<file path="src/rsnp_pkg.sv">
// ---------------------------------------------------------------------------
// rsnp_pkg: shared types and constants for the ray/sphere nearest pick
// Beat payloads, table entry layout, sequencer codes and datapath widths.
// ---------------------------------------------------------------------------
package rsnp_pkg;

  localparam int MAX_POINTS_DEF = 64;
  localparam int FRAC_BITS_DEF  = 16;

  // Operand width of the shared multiplier: sums of three 64-bit squares.
  localparam int MW = 66;
  localparam int PW = 2 * MW;
  localparam int RW = PW + 1;
  // Divider numerator/denominator-shift width.
  localparam int DW = MW + 32;

  localparam int CFG_IDX_W  = 1;
  localparam int CFG_DATA_W = 32;

  typedef enum logic [CFG_IDX_W-1:0] {
    CFG_POINT_COUNT = 1'b0,
    CFG_HIT_MARGIN  = 1'b1
  } cfg_reg_t;

  typedef enum logic {
    OP_WRITE = 1'b0,
    OP_QUERY = 1'b1
  } op_t;

  typedef struct packed {
    logic               operation;
    logic [5:0]         entry_index;
    logic signed [31:0] center_x;
    logic signed [31:0] center_y;
    logic signed [31:0] center_z;
    logic [30:0]        sphere_radius;
    logic signed [31:0] ray_start_x;
    logic signed [31:0] ray_start_y;
    logic signed [31:0] ray_start_z;
    logic signed [31:0] ray_end_x;
    logic signed [31:0] ray_end_y;
    logic signed [31:0] ray_end_z;
  } in_beat_t;

  typedef struct packed {
    logic               hit;
    logic [6:0]         point_index;
    logic signed [31:0] t_param;
  } out_beat_t;

  typedef struct packed {
    logic signed [31:0] cx;
    logic signed [31:0] cy;
    logic signed [31:0] cz;
    logic [30:0]        radius;
  } entry_t;

  typedef enum logic [3:0] {
    S_IDLE, S_MGO, S_MWAIT, S_CHK, S_RD, S_LD, S_EVAL, S_FIN, S_DWAIT, S_OUT
  } state_t;

  // Multiply steps, in issue order.
  typedef enum logic [3:0] {
    ST_EX, ST_EY, ST_EZ,
    ST_DX2, ST_DY2, ST_DZ2,
    ST_DXE, ST_DYE, ST_DZE,
    ST_RR, ST_LHS, ST_RHS, ST_DM2
  } step_t;

endpackage

</file>
<file path="src/rsnp_mul.sv">
// ---------------------------------------------------------------------------
// rsnp_mul: shift-add multiplier
// Unsigned W x W, one multiplier bit per cycle, done pulses with product.
// ---------------------------------------------------------------------------
module rsnp_mul #(
  parameter int W = rsnp_pkg::MW
) (
  input  logic           clk,
  input  logic           rst,
  input  logic           start,
  input  logic [W-1:0]   a,
  input  logic [W-1:0]   b,
  output logic           done,
  output logic [2*W-1:0] prod
);

  localparam int CW = $clog2(W + 1);

  logic           busy;
  logic [CW-1:0]  cnt;
  logic [2*W-1:0] mcand;
  logic [W-1:0]   mplier;

  always_ff @(posedge clk) begin
    if (rst) begin
      busy <= 1'b0;
      done <= 1'b0;
      cnt  <= '0;
    end else begin
      done <= busy && (cnt == CW'(1));
      if (start) begin
        busy <= 1'b1;
        cnt  <= CW'(W);
      end else if (busy) begin
        cnt <= cnt - CW'(1);
        if (cnt == CW'(1)) begin
          busy <= 1'b0;
        end
      end
    end
  end

  always_ff @(posedge clk) begin
    if (start) begin
      prod   <= '0;
      mcand  <= (2*W)'(a);
      mplier <= b;
    end else if (busy) begin
      if (mplier[0]) begin
        prod <= prod + mcand;
      end
      mcand  <= mcand << 1;
      mplier <= mplier >> 1;
    end
  end

endmodule

</file>
<file path="config.mk">
export PLATFORM = sky130hd
export DESIGN_NAME = rsnp_mul
export DESIGN_NICKNAME = d
export VERILOG_FILES = /design/src/rsnp_pkg.sv /design/src/rsnp_mul.sv
export SDC_FILE = /design/constraint.sdc
export NUM_CORES = 1
export LEC_CHECK = 0
export BUFFER_PORTS_ARGS = -buffer_cell sky130_fd_sc_hd__clkbuf_2
export CAP_MARGIN = 20
export CORE_MARGIN = 2
export CORE_UTILIZATION = 64
export DETAILED_ROUTE_END_ITERATION = 8
export GPL_ROUTABILITY_DRIVEN = 1
export HOLD_SLACK_MARGIN = 0.15
export PLACE_DENSITY = 0.88
export SLEW_MARGIN = 25
export SYNTH_ARGS = -nofsm -noshare
export SYNTH_HDL_FRONTEND = slang
export SYNTH_SLANG_ARGS = --single-unit
</file>
<file path="constraint.sdc">
create_clock -name clk -period 8.85 [get_ports clk]
set_input_delay 1.77 -clock clk [delete_from_list [all_inputs] [get_ports clk]]
set_output_delay 1.77 -clock clk [all_outputs]
set_load 0.03 [all_outputs]
</file>
==> metrics <==
critical path depth in cells 15; post-cts resize count 0; peak supply drop 0.000170 V; Yosys top cell by area dfxtp_1; worst reg2reg endpoint prod[114]; met3 wire length 4490 um; WP data arrival 4760 ps; yosys warns 0; Max Slew Vio Count 0; Clk pwr share 0.381; Mapped Nets 2611; drt first pass iters 7; Die Span Y 185 um; # nets final 2810; Total Routed Length 60700 um; Mapped Cells 2342; library cells used by synthesis 84; setup slack, reg-to-reg 4500 ps; CTS Hold Bufs 0; Setup CP Type register to register; leakage 9.83 nW; Placed Area 0.0225 sq mm; power per cell area 174 mW/mm^2; HPWL after detailed placement 44000 um; P_int 2.92 mW; largest net degree at the start of global routing 121; Hold Crit Class register to register; slowest stage cell on the critical path a31oi_2; worst r2r path cells 15; Worst Tran Pin Value 1050 ps; setup TNS 0 ps; non-filler cells, final 3013; final instance area 0.0238 sq mm; Setup Viol. Count Final 0; Final Power 4.14 mW; Sw Ratio 0.294; achievable frequency 230 MHz; Worst Skew 20.0 ps; Critical Path Sink Type register; Initial Util 0.647; Top delay family on crit path compound AO/OA/AOI/OAI gates; std cell rows 66; Buf/Inv on CP 0; Synth Flop Type dfxtp_1; Die Footprint 0.0342 sq mm; Post-CTS Setup Inserts 0; status complete, no violations; drt drc 0; Setup crit end prod[114]; async set or reset register ratio after synthesis 0; Top Layer Used met4; relative slew slack 0.302; CTS sink cnt 339; part of the power in combinational logic 0.184; synthesized area per cell 8.95 sq um; GP Congestion 1.05; critical path startpoint mcand[0]; drt wl/cell 20.2 um; fin crit period 4350 ps; Tot GR Track Use 0.347; IO Count 268; CP Launch Type register; Routed met2 length 28800 um; layout cells sized above 1 0.198; Die Span X 185 um; number of global-route vias before repair 18500; root buf cell clkbuf_16; GRT overflow 0; sequential share of power 0.435; Clock Tree Buf Depth 3; EDFF count, synth 132; Post-DRT Antenna Nets 0; placed cells 2943; core area 0.0324 sq mm; CTS tree yes; CP most frequent cell a31o_2; global-route wire length before repair 95500 um; Seq/Total Area, Yosys 0.387; Iter 0 DRT Violations 1833; most instantiated cells after synthesis 317 x nand2_1, 272 x a21oi_1, 207 x dfxtp_1, 194 x nor2_1, 143 x o21ai_0; M1 WL 25100 um; antenna violations before repair 1; DR vias/cell 6.25; Sw Pwr 1.21 mW; top-area cell type share of the netlist area 0.198; post-synthesis register bit count 339; Crit Path Max Fanout 4; most frequent cell after synthesis nand2_1; Worst-Skew Late Latency 560 ps; Final Hold Viols 0; maxcap violations 0; ranking of synthesized cells by area dfxtp_1 20%, edfxtp_1 19%, ha_1 7.9%; Vias 18800; RSZ-0062 raised after global routing no; post-synthesis cell area 0.0210 sq mm; FF-to-FF Start mcand[0]; CP cell instances ha_1, fa_1, a211oi_2, o21ai_0, a21oi_1, o211ai_1, a31oi_2, o21bai_2, a31o_2, a21oi_2, o21ai_2, a31o_2, a31oi_1, xnor2_1, o21ai_1; worst path required time 9260 ps; clock-pin slew on the worst setup and hold paths 60 ps; slowest stage delay, CP 480 ps; I/O Buffers 267; Layout area overhead 13.5%; TritonCTS Buffers 37; Final period util 0.492; htree depth 2
[layout by cell type (no fill, tap or decap), types with 11 or more instances in the layout]
cell type / count
a211oi_1: 11
a21o_1: 72
a21oi_1: 272
a31oi_1: 19
clkbuf_16: 38
clkbuf_2: 266
clkbuf_8: 12
dfxtp_1: 206
edfxtp_1: 132
ha_1: 133
inv_1: 44
mux2_2: 130
mux2i_1: 66
nand2_1: 315
nand2b_1: 12
nand3_1: 24
nand4_1: 59
nor2_1: 193
nor2b_1: 11
nor3_1: 33
o21a_1: 16
o21ai_0: 143
o21ai_1: 11
o21bai_1: 35
or3_1: 14
xnor2_1: 87
xor2_1: 41
[worst min path at each step]
stage | start | depth (start not counted) | endpoint | slack (ps)
after CTS | prod[88] | 2 | prod[88] | 480
after global routing | prod[78] | 2 | prod[78] | 480
final | prod[88] | 2 | prod[88] | 480
after detailed placement | prod[88] | 2 | prod[88] | 470
after floorplan | mcand[124] | 2 | mcand[124] | 490
after global placement | prod[8] | 2 | prod[8] | 460
[sequential cells by signal, indices dropped and copies added (netlist names)]
register and cells:
mplier 66, done 1, busy 1, mcand 132, prod 132, cnt 7
[cell type report]
cell class	count	area (sq um)
antenna	1	2.50
clock buffer	58	1150
clock inverter	10	104
fill	2365	8600
inverter	44	165
multi-input combinational	1842	12200
sequential	339	8110
tap	442	553
timing repair buffer	277	1450
[power groups by stage]
stage | registers [mW] | logic (mW) | clock network [mW]
after floorplan | 1.86 | 0.500 | 0
after global placement | 1.82 | 0.719 | 0
after detailed placement | 1.83 | 0.736 | 0
after CTS | 1.80 | 0.749 | 1.59
after global routing | 1.81 | 0.824 | 1.64
final | 1.80 | 0.763 | 1.58
[layer usage]
layer / GRT usage / up-vias
met4: 0.137 / 0
li1: - / 8922
met1: 0.438 / 8915
met2: 0.592 / 818
met5: 0 / -
met3: 0.0604 / 174
[tightest hold or removal path: stages (launching register included)]
cell,delay [ps]
dfxtp_1,320
nand2_1,60
a21oi_1,50
[logic make-up after synthesis]
| family | Yosys count | share of synthesized area |
|---|---|---|
| mux | 196 | 0.101 |
| simple gates | 708 | 0.149 |
| fa+ha+maj | 134 | 0.0804 |
| compound gates | 676 | 0.199 |
| xor+xnor | 128 | 0.0535 |
| flops | 339 | 0.387 |
| buf+inv | 161 | 0.0296 |
[metrics by stage]
step / util / worst slack (ps) / hold WS [ps]
6_report: 0.734 / 4500 / 479
5_1_grt: 0.734 / 4400 / 484
4_1_cts: 0.733 / 4600 / 476
3_5_place_dp: 0.695 / 4330 / 468
3_3_place_gp: 0.695 / 4410 / 458
2_1_floorplan: - / 4210 / 487
(Power assumes the default switching activity.)
