## config.mk

```make
export PLATFORM = sky130hd
export DESIGN_NAME = rsnp_div
export DESIGN_NICKNAME = d
export VERILOG_FILES = /design/src/rsnp_pkg.sv /design/src/rsnp_div.sv
export SDC_FILE = /design/constraint.sdc
export NUM_CORES = 1
export LEC_CHECK = 0
export BUFFER_PORTS_ARGS = -buffer_cell sky130_fd_sc_hd__buf_2
export CAP_MARGIN = 20
export CORE_UTILIZATION = 50
export DETAILED_ROUTE_END_ITERATION = 12
export PLACE_DENSITY = 0.68
export SYNTH_ARGS = -nofsm -noshare
export SYNTH_HDL_FRONTEND = slang
export SYNTH_SLANG_ARGS = --single-unit
```

## constraint.sdc

```tcl
create_clock -name clk -period 11.2 [get_ports clk]
set_input_delay 2.24 -clock clk [delete_from_list [all_inputs] [get_ports clk]]
set_output_delay 2.24 -clock clk [all_outputs]
set_load 0.05 [all_outputs]
```

## src/rsnp_pkg.sv

```systemverilog
// ---------------------------------------------------------------------------
// rsnp_pkg: shared types and constants for the ray/sphere nearest pick
// Beat payloads, table entry layout, sequencer codes and datapath widths.
// ---------------------------------------------------------------------------
package rsnp_pkg;

  localparam int MAX_POINTS_DEF = 64;
  localparam int FRAC_BITS_DEF  = 16;

  // Operand width of the shared multiplier: sums of three 64-bit squares.
  localparam int MW = 66;
  localparam int PW = 2 * MW;
  localparam int RW = PW + 1;
  // Divider numerator/denominator-shift width.
  localparam int DW = MW + 32;

  localparam int CFG_IDX_W  = 1;
  localparam int CFG_DATA_W = 32;

  typedef enum logic [CFG_IDX_W-1:0] {
    CFG_POINT_COUNT = 1'b0,
    CFG_HIT_MARGIN  = 1'b1
  } cfg_reg_t;

  typedef enum logic {
    OP_WRITE = 1'b0,
    OP_QUERY = 1'b1
  } op_t;

  typedef struct packed {
    logic               operation;
    logic [5:0]         entry_index;
    logic signed [31:0] center_x;
    logic signed [31:0] center_y;
    logic signed [31:0] center_z;
    logic [30:0]        sphere_radius;
    logic signed [31:0] ray_start_x;
    logic signed [31:0] ray_start_y;
    logic signed [31:0] ray_start_z;
    logic signed [31:0] ray_end_x;
    logic signed [31:0] ray_end_y;
    logic signed [31:0] ray_end_z;
  } in_beat_t;

  typedef struct packed {
    logic               hit;
    logic [6:0]         point_index;
    logic signed [31:0] t_param;
  } out_beat_t;

  typedef struct packed {
    logic signed [31:0] cx;
    logic signed [31:0] cy;
    logic signed [31:0] cz;
    logic [30:0]        radius;
  } entry_t;

  typedef enum logic [3:0] {
    S_IDLE, S_MGO, S_MWAIT, S_CHK, S_RD, S_LD, S_EVAL, S_FIN, S_DWAIT, S_OUT
  } state_t;

  // Multiply steps, in issue order.
  typedef enum logic [3:0] {
    ST_EX, ST_EY, ST_EZ,
    ST_DX2, ST_DY2, ST_DZ2,
    ST_DXE, ST_DYE, ST_DZE,
    ST_RR, ST_LHS, ST_RHS, ST_DM2
  } step_t;

endpackage

```

## src/rsnp_div.sv

```systemverilog
// ---------------------------------------------------------------------------
// rsnp_div: restoring divider, 32-bit quotient
// One quotient bit per cycle; quotient saturates to all ones on overflow.
// ---------------------------------------------------------------------------
module rsnp_div (
  input  logic                   clk,
  input  logic                   rst,
  input  logic                   start,
  input  logic [rsnp_pkg::DW-1:0] num,
  input  logic [rsnp_pkg::MW-1:0] den,
  output logic                   done,
  output logic [31:0]            quo
);

  localparam int DW = rsnp_pkg::DW;

  logic          busy;
  logic [5:0]    cnt;
  logic [DW-1:0] rem;
  logic [DW-1:0] dsh;
  logic [DW-1:0] den_full;

  assign den_full = DW'(den) << 32;

  always_ff @(posedge clk) begin
    if (rst) begin
      busy <= 1'b0;
      done <= 1'b0;
      cnt  <= '0;
    end else begin
      done <= 1'b0;
      if (start) begin
        if (num >= den_full) begin
          done <= 1'b1;
        end else begin
          busy <= 1'b1;
          cnt  <= 6'd32;
        end
      end else if (busy) begin
        cnt <= cnt - 6'd1;
        if (cnt == 6'd1) begin
          busy <= 1'b0;
          done <= 1'b1;
        end
      end
    end
  end

  always_ff @(posedge clk) begin
    if (start) begin
      rem <= num;
      dsh <= DW'(den) << 31;
      quo <= (num >= den_full) ? 32'hFFFF_FFFF : 32'd0;
    end else if (busy) begin
      if (rem >= dsh) begin
        rem <= rem - dsh;
        quo <= {quo[30:0], 1'b1};
      end else begin
        quo <= {quo[30:0], 1'b0};
      end
      dsh <= dsh >> 1;
    end
  end

endmodule
```

==> results.yml <==
drt:
  avgViaCountPerCell: 5.870
  drcViolationCount: 0
  vias: 15380
  drtIter0Drc: 1080
  first_pass_iters: 5
  ant_nets: 0
  wl_per_cell_um: 18.38
  routed_wl_mm: 48.17
power_and_ir_drop:
  power_frac_comb: 0.482
  power_frac_clock: 0.224
  p_sw_mw: 1.707
  p_sw_frac: 0.4056
  powerDensity_mw_per_mm2: 214.9
  peakVddDrop_mv: 0.1296
  p_int_mw: 2.502
  p_leak_nw: 8.360
  seqPwrFrac: 0.294
clock_tree:
  cts_root_buf: "clkbuf_16"
  cts_max_level: 1
  cts-resized-gates: 0
  hold_buffers: 0
  cts_made_buffers: 27
  cts.sinks: 235
  postCtsSetupBuffers: 0
  clk_pin_slew_ns: 0.06
  cts_tree: "built"
  cts_buffer_depth: 3
  clk-insertion-delay-late_ns: 0.57
timing:
  fin_skew_ns: 0.01462
  max_freq_mhz: 175.7
  final.setup.worst_slack_ns: 5.509
  tns_ns: 0
  fin_crit_ns: 5.691
  finalHoldViolations: 0
  slew_headroom: 0.2599
  worst_slew_pin_slew_ns: 1.110
  rsz0062_at_grt: "false"
  slew_violations: 0
  setup_viol: 0
  post-route-period-util: 0.5081
min_path:
  whs_endpoint: "cnt[4]"
  min_from: "cnt[4]"
  worstHoldPathType: "flop to flop"
  holdPathStages: 1
synth:
  synth_seq_area_share: 0.3817
  postSynthAreaPerCell_um2: 8.659
  async_flop_share: 0
  synthesis.nets: 2350
  syn_inst: 2017
  yosys_warnings: 0
  ys_ff_latch: 235
  synth_edf_count: 196
  yosysUniqueCellTypes: 77
  synthFlopType: "edfxtp_1"
  synth.cell_area_mm2: 0.01746
grt:
  grt_pass1_vias: 14720
  grt_pass1_wl_mm: 76.40
  grt_antenna_before_repair: 1
  overflow: 0
  grt_max_degree: 108
  grt_usage: 0.2644
floorplanning:
  die_h_um: 188.9
  core_mm2: 0.03446
  dieWidth_um: 188.9
  ioPinCount: 200
  initial_core_util: 0.5068
  rows: 68
  die_area_mm2: 0.03568
layout:
  final_cell_area_mm2: 0.01959
  num-nets-final: 2476
  layout-drive-gt1-share: 0.1285
  final_cells: 2620
  syn_to_final_growth_pct: 12.19
  fillCellCount: 3209
status:
  status: "finished clean"
critical_path:
  crit_type: "input port to flop"
  cp.arrival_ns: 6.09
  critPathLaunchType: "input port"
  cp_max_fo: 33
  critPathRequiredTime_ns: 11.60
  reg2regPathDepth: 16
  startpoint: "den[65]"
  ff2ff_setup_slack_ns: 5.62
  r2r-start: "rem[0]"
  cp-end-kind: "flop"
  timing.rr.end: "rem[15]"
place:
  placed_cells: 2569
  post_dp_cell_area_mm2: 0.01867
  place_hpwl_mm: 35.88
  globalplace.congestion: 0.9434
  io_buffers: 199
  place_ws_ns: 5.049
run:
  cap_viol_max_count: 0
layout by cell type (no fill, tap or decap), types with 5 or more instances in the layout:
cell / n
or3_1: 9
clkinv_1: 6
mux2i_1: 33
edfxtp_1: 196
o21a_1: 18
a21oi_1: 162
o211ai_1: 8
xnor2_1: 57
clkbuf_16: 27
clkbuf_1: 5
dfxtp_1: 38
and3_1: 7
xor2_1: 29
o21ai_1: 9
o21bai_1: 26
inv_1: 209
nor3_1: 30
nand4_1: 63
nor4_1: 17
o31ai_1: 7
nor2_1: 173
bufinv_16: 5
o22ai_1: 65
nor2b_1: 13
a211o_1: 7
nand3_1: 17
buf_4: 7
o21ai_0: 162
a21o_1: 64
a211oi_1: 8
ha_1: 165
nand2_1: 206
a31oi_1: 21
nor3b_1: 5
buf_2: 198
cell type report:
class / count / area, um^2 / area share
Antenna cell: 1 / 2.502 / 0.0001277
Clock buffer: 34 / 721.9 / 0.03685
Clock inverter: 16 / 201.4 / 0.01028
Inverter: 210 / 788.3 / 0.04023
Multi-Input combinational cell: 1463 / 9587 / 0.4893
Sequential cell: 235 / 6668 / 0.3403
Tap cell: 455 / 569.3 / 0.02906
Timing Repair Buffer: 206 / 1055 / 0.05383
worst max-delay path: stages:
cell and delay [ns]:
buf_2 0.08, inv_1 0.04, ha_1 0.34, nand4_1 0.21, nor4_1 0.70, nand3_1 0.42, nor4_1 0.55, a2111oi_0 0.14
nor4b_1 0.20, o21ai_0 0.26, inv_1 0.61, nor2_1 0.28
metal layers:
| metal | vias to the layer above | GRT usage | part of all wire |
|---|---|---|---|
| met2 | 508 | 0.4166 | 0.44 |
| li1 | 7503 | - | - |
| met1 | 7293 | 0.3797 | 0.47 |
| met5 | - | 0 | 0 |
| met4 | 0 | 0.08158 | 0.024 |
| met3 | 75 | 0.03021 | 0.065 |
cells by family after synthesis:
kind of cell    share of synthesized area
flops                              0.3817
simple gates                       0.1496
buf+inv                           0.07007
xor+xnor                          0.04313
mux                               0.02149
fa+ha+maj                          0.1194
compound gates                     0.2146
worst max-delay path by stage:
stage              to  depth (start not counted)
2_1_floorplan  rem[0]                          5
3_3_place_gp     done                         12
3_5_place_dp   quo[9]                         12
4_1_cts        quo[9]                         12
5_1_grt        rem[1]                         16
6_report       quo[9]                         12
power groups by stage:
stage | Sequential, mW | Combinational (mW) | Clock, mW
finish | 1.24 | 2.03 | 0.942
global route | 1.25 | 2.23 | 0.986
CTS | 1.24 | 2.00 | 0.952
detailed placement | 1.26 | 1.99 | 0
global placement | 1.25 | 1.97 | 0
floorplan | 1.30 | 1.47 | 0
cell usage after synthesis (9+ instances only):
cell,count,share of area
xor2_1,29,0.015
o21ai_1,9,0.0026
ha_1,165,0.12
o22ai_1,65,0.023
edfxtp_1,196,0.34
nor2_1,173,0.037
a31oi_1,21,0.0075
nor2b_1,14,0.0050
o21ai_0,162,0.046
mux2i_1,33,0.019
clkbuf_1,75,0.016
dfxtp_1,39,0.045
a21o_1,64,0.028
xnor2_1,57,0.029
buf_2,18,0.0052
inv_1,209,0.045
or3_1,9,0.0032
a21oi_1,162,0.046
buf_1,13,0.0028
nand3_1,17,0.0049
nor4_1,17,0.0061
nor3_1,30,0.0086
o21a_1,18,0.0077
nand4_1,63,0.023
nand2_1,207,0.044
o21bai_1,26,0.011
metrics by stage:
step | hold slack [ns] | util | total power, mW
finish | 0.4846 | 0.5686 | 4.209
global route | 0.5228 | 0.5685 | 4.474
CTS | 0.4854 | 0.5685 | 4.195
detailed placement | 0.4741 | 0.5417 | 3.242
global placement | 0.4648 | 0.5417 | 3.216
floorplan | 0.4500 | - | 2.770
registers in the layout, indices dropped and copies added (netlist names):
| name | cells |
|---|---|
| busy | 1 |
| cnt | 6 |
| done | 1 |
| dsh | 97 |
| quo | 32 |
| rem | 98 |
Note: power is estimated with default switching activity, not from simulation.
